[config.mk]
export PLATFORM = sky130hd
export DESIGN_NAME = multichannel_volume_fade
export DESIGN_NICKNAME = d
export VERILOG_FILES = /design/src/design/mvf_pkg.sv /design/src/design/mvf_front.sv /design/src/design/mvf_divider.sv /design/src/design/mvf_engine.sv /design/src/design/mvf_out_queue.sv /design/src/design/multichannel_volume_fade.sv
export SDC_FILE = /design/constraint.sdc
export NUM_CORES = 2
export LEC_CHECK = 0
export BUFFER_PORTS_ARGS = -buffer_cell sky130_fd_sc_hd__clkbuf_2
export CAP_MARGIN = 30
export CORE_MARGIN = 2
export CORE_UTILIZATION = 58
export DETAILED_ROUTE_END_ITERATION = 7
export PLACE_DENSITY = 0.81
export SLEW_MARGIN = 40
export SYNTH_ARGS = -nofsm -noshare
export SYNTH_HDL_FRONTEND = slang
export SYNTH_SLANG_ARGS = --single-unit
[constraint.sdc]
create_clock -name clk -period 10.33 [get_ports clk]
set_clock_uncertainty 0.15 [all_clocks]
set_input_delay 2.066 -clock clk [delete_from_list [all_inputs] [get_ports clk]]
set_output_delay 2.066 -clock clk [all_outputs]
set_load 0.02 [all_outputs]
[src/design/mvf_pkg.sv]
package mvf_pkg;

  // Field widths of the command and result items.
  localparam int CMD_W   = 3;
  localparam int CH_W    = 4;
  localparam int VOL_W   = 16;
  localparam int FRAME_W = 16;
  localparam int PROD_W  = VOL_W + FRAME_W;

  // Default channel count and the unity gain level in Q2.14.
  localparam int CHANNELS_DEFAULT = 11;
  localparam logic [VOL_W-1:0] UNITY_LEVEL = 16'd16384;

  // Depth of the command queue and of the result queue.
  localparam int QUEUE_DEPTH = 2;

  // Command codes.
  localparam logic [CMD_W-1:0] CMD_TICK        = 3'd0;
  localparam logic [CMD_W-1:0] CMD_CHANGE_ONE  = 3'd1;
  localparam logic [CMD_W-1:0] CMD_CHANGE_PAIR = 3'd2;
  localparam logic [CMD_W-1:0] CMD_CHANGE_ALL  = 3'd3;
  localparam logic [CMD_W-1:0] CMD_QUERY       = 3'd4;

  // Result kinds.
  localparam logic KIND_WRITE = 1'b0;
  localparam logic KIND_QUERY = 1'b1;

  // Operation handed from the front end to the engine.
  typedef enum logic [1:0] {
    OP_TICK,
    OP_CHANGE,
    OP_QUERY
  } op_t;

  // One decoded job: an operation over a range of channels.
  typedef struct packed {
    op_t                op;
    logic [CH_W-1:0]    ch_first;
    logic [CH_W-1:0]    ch_final;
    logic               ch_valid;
    logic [VOL_W-1:0]   target;
    logic [FRAME_W-1:0] frames;
  } job_t;

  // One result item.
  typedef struct packed {
    logic             kind;
    logic [CH_W-1:0]  channel;
    logic [VOL_W-1:0] volume;
    logic             fading;
    logic             last;
  } result_t;

  // Divider status seen by the engine.
  typedef struct packed {
    logic busy;
    logic done;
  } div_status_t;

endpackage

[src/design/mvf_front.sv]
module mvf_front #(
  parameter int CHANNELS = mvf_pkg::CHANNELS_DEFAULT
) (
  input  logic                        clk,
  input  logic                        rst,
  input  logic                        push,
  output logic                        full,
  input  logic [mvf_pkg::CMD_W-1:0]   command,
  input  logic [mvf_pkg::CH_W-1:0]    channel,
  input  logic [mvf_pkg::VOL_W-1:0]   target_volume,
  input  logic [mvf_pkg::FRAME_W-1:0] frame_count,
  output logic                        job_valid,
  input  logic                        job_ready,
  output mvf_pkg::job_t               job
);

  localparam int PTR_W = $clog2(mvf_pkg::QUEUE_DEPTH);
  localparam int CNT_W = $clog2(mvf_pkg::QUEUE_DEPTH + 1);

  mvf_pkg::job_t    queue [mvf_pkg::QUEUE_DEPTH];
  logic [PTR_W-1:0] wr_ptr;
  logic [PTR_W-1:0] rd_ptr;
  logic [CNT_W-1:0] count;

  mvf_pkg::job_t decoded;
  logic          keep;
  logic          ch_in_range;
  logic          store;
  logic          take;

  assign ch_in_range = ({1'b0, channel} < (mvf_pkg::CH_W + 1)'(CHANNELS));

  // Classify the item; items that cause nothing are accepted and dropped here.
  always_comb begin
    decoded.op       = mvf_pkg::OP_TICK;
    decoded.ch_first = '0;
    decoded.ch_final = mvf_pkg::CH_W'(CHANNELS - 1);
    decoded.ch_valid = 1'b1;
    decoded.target   = target_volume;
    decoded.frames   = frame_count;
    keep             = 1'b1;
    unique case (command)
      mvf_pkg::CMD_TICK: begin
        decoded.op = mvf_pkg::OP_TICK;
      end
      mvf_pkg::CMD_CHANGE_ONE: begin
        decoded.op       = mvf_pkg::OP_CHANGE;
        decoded.ch_first = channel;
        decoded.ch_final = channel;
        keep             = ch_in_range;
      end
      mvf_pkg::CMD_CHANGE_PAIR: begin
        decoded.op       = mvf_pkg::OP_CHANGE;
        decoded.ch_final = mvf_pkg::CH_W'(1);
      end
      mvf_pkg::CMD_CHANGE_ALL: begin
        decoded.op = mvf_pkg::OP_CHANGE;
      end
      mvf_pkg::CMD_QUERY: begin
        decoded.op       = mvf_pkg::OP_QUERY;
        decoded.ch_first = channel;
        decoded.ch_final = channel;
        decoded.ch_valid = ch_in_range;
      end
      default: begin
        keep = 1'b0;
      end
    endcase
  end

  assign full      = (count == CNT_W'(mvf_pkg::QUEUE_DEPTH));
  assign store     = push && !full && keep;
  assign job_valid = (count != '0);
  assign take      = job_valid && job_ready;
  assign job       = queue[rd_ptr];

  // Short job queue between the front end and the engine.
  always_ff @(posedge clk) begin
    if (rst) begin
      wr_ptr <= '0;
      rd_ptr <= '0;
      count  <= '0;
    end else begin
      if (store) begin
        queue[wr_ptr] <= decoded;
        wr_ptr        <= wr_ptr + 1'b1;
      end
      if (take) begin
        rd_ptr <= rd_ptr + 1'b1;
      end
      if (store && !take) begin
        count <= count + 1'b1;
      end else if (take && !store) begin
        count <= count - 1'b1;
      end
    end
  end

endmodule

[src/design/mvf_divider.sv]
module mvf_divider (
  input  logic                        clk,
  input  logic                        rst,
  input  logic                        start,
  input  logic [mvf_pkg::PROD_W-1:0]  dividend,
  input  logic [mvf_pkg::FRAME_W-1:0] divisor,
  output logic [mvf_pkg::VOL_W-1:0]   quotient,
  output mvf_pkg::div_status_t        status
);

  // The quotient is known to fit the volume width, so only that many steps run.
  localparam int STEPS = mvf_pkg::VOL_W;
  localparam int CNT_W = $clog2(STEPS);

  logic                        busy;
  logic                        done;
  logic [CNT_W-1:0]            cnt;
  logic [mvf_pkg::FRAME_W-1:0] rem;
  logic [mvf_pkg::VOL_W-1:0]   low_bits;
  logic [mvf_pkg::VOL_W-1:0]   quo;

  logic [mvf_pkg::FRAME_W:0]   shifted;
  logic                        fits;
  logic [mvf_pkg::FRAME_W:0]   reduced;

  // One restoring step: bring down a bit, subtract the divisor if it fits.
  assign shifted = {rem, low_bits[mvf_pkg::VOL_W-1]};
  assign fits    = (shifted >= {1'b0, divisor});
  assign reduced = fits ? (shifted - {1'b0, divisor}) : shifted;

  always_ff @(posedge clk) begin
    if (rst) begin
      busy <= 1'b0;
      done <= 1'b0;
      cnt  <= '0;
    end else begin
      done <= 1'b0;
      if (start && !busy) begin
        busy     <= 1'b1;
        cnt      <= '0;
        rem      <= dividend[mvf_pkg::PROD_W-1:mvf_pkg::VOL_W];
        low_bits <= dividend[mvf_pkg::VOL_W-1:0];
      end else if (busy) begin
        rem      <= reduced[mvf_pkg::FRAME_W-1:0];
        low_bits <= {low_bits[mvf_pkg::VOL_W-2:0], 1'b0};
        quo      <= {quo[mvf_pkg::VOL_W-2:0], fits};
        cnt      <= cnt + 1'b1;
        if (cnt == CNT_W'(STEPS - 1)) begin
          busy <= 1'b0;
          done <= 1'b1;
        end
      end
    end
  end

  assign quotient    = quo;
  assign status.busy = busy;
  assign status.done = done;

endmodule

[src/design/mvf_engine.sv]
module mvf_engine #(
  parameter int CHANNELS = mvf_pkg::CHANNELS_DEFAULT
) (
  input  logic            clk,
  input  logic            rst,
  input  logic            job_valid,
  output logic            job_ready,
  input  mvf_pkg::job_t   job,
  output logic            out_push,
  input  logic            out_full,
  output mvf_pkg::result_t out_item
);

  typedef enum logic [2:0] {
    S_IDLE,
    S_VISIT,
    S_MUL,
    S_DIVGO,
    S_DIV,
    S_WRITE,
    S_QUERY,
    S_FLUSH
  } state_t;

  state_t state;

  // Per-channel fade state.
  logic                        running       [CHANNELS];
  logic [mvf_pkg::FRAME_W-1:0] frame_counter [CHANNELS];
  logic [mvf_pkg::FRAME_W-1:0] fade_length   [CHANNELS];
  logic [mvf_pkg::VOL_W-1:0]   start_level   [CHANNELS];
  logic [mvf_pkg::VOL_W-1:0]   end_level     [CHANNELS];
  logic [mvf_pkg::VOL_W-1:0]   current_level [CHANNELS];

  mvf_pkg::job_t               cur;
  logic [mvf_pkg::CH_W-1:0]    idx;
  logic [mvf_pkg::PROD_W-1:0]  prod;
  logic                        neg;
  logic [mvf_pkg::VOL_W-1:0]   base;
  mvf_pkg::result_t            pend;
  logic                        pend_valid;

  logic                        div_start;
  logic [mvf_pkg::VOL_W-1:0]   quot;
  mvf_pkg::div_status_t        div_stat;

  logic                        at_final;
  logic                        immediate;
  logic                        can_emit;
  logic                        want_emit;
  logic                        fire;
  mvf_pkg::result_t            new_res;
  logic [mvf_pkg::VOL_W-1:0]   mag;
  logic [mvf_pkg::FRAME_W-1:0] fc_inc;
  logic [mvf_pkg::VOL_W-1:0]   level_new;
  logic                        still_running;

  mvf_divider u_div (
    .clk      (clk),
    .rst      (rst),
    .start    (div_start),
    .dividend (prod),
    .divisor  (fade_length[idx]),
    .quotient (quot),
    .status   (div_stat)
  );

  assign job_ready     = (state == S_IDLE);
  assign at_final      = (idx == cur.ch_final);
  assign immediate     = (cur.frames == '0);
  assign div_start     = (state == S_DIVGO);
  assign mag           = (end_level[idx] >= start_level[idx]) ?
                         (end_level[idx] - start_level[idx]) :
                         (start_level[idx] - end_level[idx]);
  assign fc_inc        = frame_counter[idx] + 1'b1;
  assign level_new     = neg ? (base - quot) : (base + quot);
  assign still_running = (frame_counter[idx] < fade_length[idx]);

  // Build the result of the current step.
  always_comb begin
    new_res        = '0;
    new_res.kind   = mvf_pkg::KIND_WRITE;
    new_res.channel = idx;
    want_emit      = 1'b0;
    case (state)
      S_VISIT: begin
        new_res.volume = cur.target;
        want_emit      = (cur.op == mvf_pkg::OP_CHANGE) && immediate;
      end
      S_WRITE: begin
        new_res.volume = level_new;
        new_res.fading = still_running;
        want_emit      = 1'b1;
      end
      S_QUERY: begin
        new_res.kind   = mvf_pkg::KIND_QUERY;
        new_res.volume = cur.ch_valid ? current_level[idx] : '0;
        new_res.fading = cur.ch_valid ? running[idx] : 1'b0;
        want_emit      = 1'b1;
      end
      default: begin
        want_emit = 1'b0;
      end
    endcase
  end

  // A new result goes into the hold slot; the older one leaves not yet marked last.
  assign can_emit = !pend_valid || !out_full;
  assign fire     = want_emit && can_emit;
  assign out_push = (fire && pend_valid) ||
                    ((state == S_FLUSH) && pend_valid && !out_full);

  always_comb begin
    out_item      = pend;
    out_item.last = (state == S_FLUSH);
  end

  // Sequencer over the channels of one job, with the fade state it updates.
  always_ff @(posedge clk) begin
    if (rst) begin
      state      <= S_IDLE;
      pend_valid <= 1'b0;
      idx        <= '0;
      for (int i = 0; i < CHANNELS; i++) begin
        running[i]       <= 1'b0;
        frame_counter[i] <= '0;
        fade_length[i]   <= '0;
        start_level[i]   <= '0;
        end_level[i]     <= '0;
        current_level[i] <= mvf_pkg::UNITY_LEVEL;
      end
    end else begin
      if (fire) begin
        pend       <= new_res;
        pend_valid <= 1'b1;
      end else if ((state == S_FLUSH) && !out_full) begin
        pend_valid <= 1'b0;
      end
      unique case (state)
        S_IDLE: begin
          if (job_valid) begin
            cur   <= job;
            idx   <= job.ch_first;
            state <= (job.op == mvf_pkg::OP_QUERY) ? S_QUERY : S_VISIT;
          end
        end
        S_VISIT: begin
          if (cur.op == mvf_pkg::OP_CHANGE) begin
            if (immediate) begin
              if (fire) begin
                current_level[idx] <= cur.target;
                running[idx]       <= 1'b0;
                state              <= at_final ? S_FLUSH : S_VISIT;
                idx                <= at_final ? idx : idx + 1'b1;
              end
            end else begin
              running[idx]       <= 1'b1;
              frame_counter[idx] <= '0;
              fade_length[idx]   <= cur.frames;
              start_level[idx]   <= current_level[idx];
              end_level[idx]     <= cur.target;
              state              <= at_final ? S_FLUSH : S_VISIT;
              idx                <= at_final ? idx : idx + 1'b1;
            end
          end else if (running[idx] && still_running) begin
            state <= S_MUL;
          end else begin
            running[idx] <= 1'b0;
            state        <= at_final ? S_FLUSH : S_VISIT;
            idx          <= at_final ? idx : idx + 1'b1;
          end
        end
        S_MUL: begin
          prod               <= mag * fc_inc;
          neg                <= (end_level[idx] < start_level[idx]);
          base               <= start_level[idx];
          frame_counter[idx] <= fc_inc;
          state              <= S_DIVGO;
        end
        S_DIVGO: begin
          state <= S_DIV;
        end
        S_DIV: begin
          if (div_stat.done) begin
            state <= S_WRITE;
          end
        end
        S_WRITE: begin
          if (fire) begin
            current_level[idx] <= level_new;
            running[idx]       <= still_running;
            state              <= at_final ? S_FLUSH : S_VISIT;
            idx                <= at_final ? idx : idx + 1'b1;
          end
        end
        S_QUERY: begin
          if (fire) begin
            state <= S_FLUSH;
          end
        end
        S_FLUSH: begin
          if (!pend_valid || !out_full) begin
            state <= S_IDLE;
          end
        end
        default: begin
          state <= S_IDLE;
        end
      endcase
    end
  end

  // The result queue is never written while it is full.
  a_no_push_when_full: assert property (@(posedge clk) disable iff (rst)
    out_push |-> !out_full)
    else $error("result pushed into a full queue");

  // The divider is only started while it is idle.
  a_div_start_idle: assert property (@(posedge clk) disable iff (rst)
    div_start |-> !div_stat.busy)
    else $error("divider started while busy");

  // A job is only taken once the previous result has left with its last mark.
  a_idle_no_pending: assert property (@(posedge clk) disable iff (rst)
    (state == S_IDLE) |-> !pend_valid)
    else $error("result held while idle");

  // Leaving the flush state always drains the hold slot.
  a_flush_drains: assert property (@(posedge clk) disable iff (rst)
    ((state == S_FLUSH) && pend_valid && !out_full) |-> out_push && out_item.last)
    else $error("final result not marked last");

endmodule

[src/design/mvf_out_queue.sv]
module mvf_out_queue (
  input  logic             clk,
  input  logic             rst,
  input  logic             push,
  output logic             full,
  input  mvf_pkg::result_t item,
  input  logic             pop,
  output logic             empty,
  output mvf_pkg::result_t head
);

  localparam int PTR_W = $clog2(mvf_pkg::QUEUE_DEPTH);
  localparam int CNT_W = $clog2(mvf_pkg::QUEUE_DEPTH + 1);

  mvf_pkg::result_t queue [mvf_pkg::QUEUE_DEPTH];
  logic [PTR_W-1:0] wr_ptr;
  logic [PTR_W-1:0] rd_ptr;
  logic [CNT_W-1:0] count;
  logic             put;
  logic             take;

  assign full  = (count == CNT_W'(mvf_pkg::QUEUE_DEPTH));
  assign empty = (count == '0);
  assign put   = push && !full;
  assign take  = pop && !empty;
  assign head  = queue[rd_ptr];

  // Small result queue so the engine keeps working while a result waits.
  always_ff @(posedge clk) begin
    if (rst) begin
      wr_ptr <= '0;
      rd_ptr <= '0;
      count  <= '0;
    end else begin
      if (put) begin
        queue[wr_ptr] <= item;
        wr_ptr        <= wr_ptr + 1'b1;
      end
      if (take) begin
        rd_ptr <= rd_ptr + 1'b1;
      end
      if (put && !take) begin
        count <= count + 1'b1;
      end else if (take && !put) begin
        count <= count - 1'b1;
      end
    end
  end

endmodule

[src/design/multichannel_volume_fade.sv]
// A query's reply passes the engine's hold slot into the result queue.
// A change item visits each affected channel in turn.
// A tick visits every channel in turn, and each running fade also passes
// through the shared multiplier and the 16-step restoring divider.
// Commands are queued two deep, so new items are taken while the engine works.
// Synchronous reset: all fades stop and every channel returns to unity gain.
module multichannel_volume_fade #(
  parameter int CHANNELS = mvf_pkg::CHANNELS_DEFAULT
) (
  input  logic                        clk,
  input  logic                        rst,
  input  logic                        push,
  output logic                        full,
  input  logic [mvf_pkg::CMD_W-1:0]   command,
  input  logic [mvf_pkg::CH_W-1:0]    channel,
  input  logic [mvf_pkg::VOL_W-1:0]   target_volume,
  input  logic [mvf_pkg::FRAME_W-1:0] frame_count,
  output logic                        empty,
  input  logic                        pop,
  output logic                        kind,
  output logic [mvf_pkg::CH_W-1:0]    out_channel,
  output logic [mvf_pkg::VOL_W-1:0]   volume,
  output logic                        fading,
  output logic                        last
);

  logic             job_valid;
  logic             job_ready;
  mvf_pkg::job_t    job;
  logic             res_push;
  logic             res_full;
  mvf_pkg::result_t res_item;
  mvf_pkg::result_t res_head;

  mvf_front #(
    .CHANNELS (CHANNELS)
  ) u_front (
    .clk           (clk),
    .rst           (rst),
    .push          (push),
    .full          (full),
    .command       (command),
    .channel       (channel),
    .target_volume (target_volume),
    .frame_count   (frame_count),
    .job_valid     (job_valid),
    .job_ready     (job_ready),
    .job           (job)
  );

  mvf_engine #(
    .CHANNELS (CHANNELS)
  ) u_engine (
    .clk       (clk),
    .rst       (rst),
    .job_valid (job_valid),
    .job_ready (job_ready),
    .job       (job),
    .out_push  (res_push),
    .out_full  (res_full),
    .out_item  (res_item)
  );

  mvf_out_queue u_out (
    .clk   (clk),
    .rst   (rst),
    .push  (res_push),
    .full  (res_full),
    .item  (res_item),
    .pop   (pop),
    .empty (empty),
    .head  (res_head)
  );

  // Split the oldest result into its fields.
  assign kind        = res_head.kind;
  assign out_channel = res_head.channel;
  assign volume      = res_head.volume;
  assign fading      = res_head.fading;
  assign last        = res_head.last;

endmodule
==> impl_metrics.csv <==
group,metric,value,unit
routing,remaining_drc_errors,5,
synth,synth_warnings,0,
clock_network,cts_tree,"done",
routing,wirelength,217000,um
synth,syn_nets,5973,
synth,ys_types,91,
sta,fmax,0.0983,GHz
worst_setup_path,cp_common_cell,"fa_1",
die,fp.coreArea,134000,um^2
sta,finalHoldViolations,0,
layout,utilization,65.9,%
worst_setup_path,slowest_delay,0.63,ns
clock_network,cts_buffer_depth,3,
outcome,violations,"DRC",
flow_run,maxCapViolCount,0,
synth,syn-cell-area,78100,um^2
synth,ys_seq_area_share,60.7,%
layout,nFillCells,8691,
worst_setup_path,arrival,10.58,ns
clock_network,clockRootBuffer,"clkbuf_16",
outcome,status,"finished, violations left",
worst_setup_path,path_delay_family,"adder cells",
worst_setup_path,critPathLaunchType,"register",
global_route,grt_pass1_vias,50300,
worst_setup_path,path_class,"register to register",
placed_design,gp_congestion,0.965,
global_route,grt_pass1_wl,317000,um
global_route,grt_usage,31.5,%
sta,layout_min_cycle_time,10.18,ns
layout,syn_to_final_growth,12.8,%
synth,syn_inst,5545,
sta,timing.slew.headroom,36.5,%
clock_network,clock_latency,0.83,ns
global_route,grt_overflow,0,
clock_network,cts_buffers,156,
worst_setup_path,worstPathMaxFanout,8,
worst_setup_path,cp-end-kind,"register",
die,ioPinCount,68,
routing,dr.pass1.iters,8,
global_route,grt_antenna_before_repair,3,
worst_setup_path,cp_slowest_cell,"mux4_2",
routing,vias,49800,
placed_design,io_buffers,67,
die,floorplan.die.width,371,um
synth,synth-edff-count,1505,
synth,ys_seq_elements,1614,
synth,syn_avg_cell_area,14.1,um^2
routing,ant_nets,0,
routing,via_per_inst,6.55,
die,row_count,134,
placed_design,hpwl,131000,um
worst_setup_path,worstPathRequired,10.73,ns
die,die_area,138000,um^2
die,die_h,371,um
sta,layout_worst_path_cycle_share,98.5,%
clock_network,holdBufCountCts,0,
global_route,grt_max_degree,85,
sta,setup_viol,0,
layout,nNetsFinal,6131,
clock_network,path_clk_slew,0.06,ns
routing,drt_iter0_drc,7217,
layout,drive_above_1_share,21.0,%
clock_network,clock_sinks,1614,
routing,wl_per_cell,28.6,um
synth,async_reset_ff_share,0,%
synth,synth_ff_type,"edfxtp_1",
die,initial_utilization,58.4,%
hold_path,hold_class,"register to register",
clock_network,htree_levels,4,
worst_setup_path,crit_buf_inv,8,
sta,tightest_slew,0.952,ns
sta,drv_slew,0,
-- routing by layer --
metal | up-vias | part of all wire, % | GRT usage (%)
met4 | 8 | 6.4 | 18.5
met2 | 3995 | 45 | 48.1
met5 | - | 0.021 | 0
met1 | 24700 | 34 | 41.1
li1 | 20400 | - | -
met3 | 753 | 14 | 8.38
-- registers in the layout, summed over array words and instances, names as in the netlist, 22 cells and up, named ones only --
signal                  cells
u_front.queue              86
u_engine.prod              32
u_engine.fade_length      256
u_engine.frame_counter    256
u_engine.out_item          22
u_engine.end_level        256
u_engine.start_level      256
u_engine.cur               39
u_out.queue                46
u_engine.current_level    256
-- what timing repair did --
action                     CTS  global route
resized for setup            0           114
setup buffers                0            57
setup endpoints to repair    0            13
-- final cells by class --
type	instances	area [um^2]	area share (%)
diodes	3	7.51	0.00852
clock buffers	217	4380	4.97
clock inverters	73	817	0.927
inverters	390	1460	1.66
multi-input cells	3188	28700	32.6
flip-flops and latches	1614	47400	53.8
well taps	1768	2210	2.51
repair buffers	353	3140	3.56
-- worst reg2reg max path, delay by kind of cell (launching register included) --
kind / cells / cell delay (ns)
adder cells (fa/ha/maj): 8 / 3.69
AO/OA/AOI/OAI: 9 / 2.36
multiplexers: 3 / 1.30
AND/OR/NAND/NOR: 5 / 0.97
buffers and inverters: 8 / 0.79
flip-flops: 1 / 0.45
XOR/XNOR: 1 / 0.21
-- synthesized netlist by cell type, types with 35 or more instances --
cell	count	area [um^2]
a21oi_1	158	791
buf_2	75	375
clkbuf_1	243	912
dfxtp_1	109	2180
edfxtp_1	1505	45200
fa_1	198	3960
ha_1	187	2340
inv_1	389	1460
mux2_2	66	743
mux4_2	393	8850
nand2_1	323	1210
nand2b_1	77	482
nand3_1	58	290
nor2_1	1056	3960
nor2b_1	50	313
nor3_1	62	310
o21ai_0	93	465
xnor2_1	75	657
xor2_1	35	307
-- cells by family after synthesis --
group                    count (synthesis)  synth area share (%)
AO/OA/AOI/OAI                          453                  3.71
XOR/XNOR                               116                  1.37
adder cells (fa/ha/maj)                385                  8.07
buffers and inverters                  743                  3.79
flip-flops                            1614                  60.7
multiplexers                           500                  13.0
AND/OR/NAND/NOR                       1734                  9.35
-- stage by stage --
step,setup WS [ns],setup TNS (ns),instances,instance area [um^2],hold slack [ns]
2_1_floorplan,-0.00260,-0.00260,5545,78500,0.256
3_3_place_gp,-0.0877,-0.139,7239,81300,0.272
3_5_place_dp,0.0913,0,7243,81500,0.279
4_1_cts,0.0224,0,7533,86700,0.296
5_1_grt,-0.114,-0.353,7603,88100,0.299
6_report,0.152,0,7606,88100,0.293
-- worst paths after layout --
kind | startpoint | to | slack [ns] | cells past startpoint
max | register | u_engine.prod[29] | 0.15 | 34
min reg2reg | u_engine.out_item[19] | u_out.queue[0][19] | 0.29 | 0
min | u_engine.out_item[19] | u_out.queue[0][19] | 0.29 | 0
max reg2reg | register | u_engine.prod[29] | 0.15 | 34
-- placed cells by master (no fill, tap or decap), types with 17 or more instances in the layout --
cell type / count
edfxtp_1: 1505
nor2_1: 1048
mux4_2: 393
inv_1: 384
nand2_1: 296
buf_4: 221
fa_1: 191
ha_1: 173
clkbuf_16: 167
a21oi_1: 151
dfxtp_1: 102
o21ai_0: 84
nand2b_1: 77
clkbuf_2: 66
mux2_2: 65
xnor2_1: 62
nand3_1: 51
nor3_1: 46
nor2b_1: 45
clkbuf_1: 40
xor2_1: 32
a21o_1: 31
mux2i_1: 30
buf_6: 26
nand2_2: 24
clkinv_1: 23
or3_1: 22
o21a_1: 22
clkinv_2: 22
buf_12: 22
and2_1: 18
clkbuf_8: 18
nor3_2: 17
Power is not shown: default switching activity piles up to over one toggle a cycle in this logic, so the estimate is an artifact.
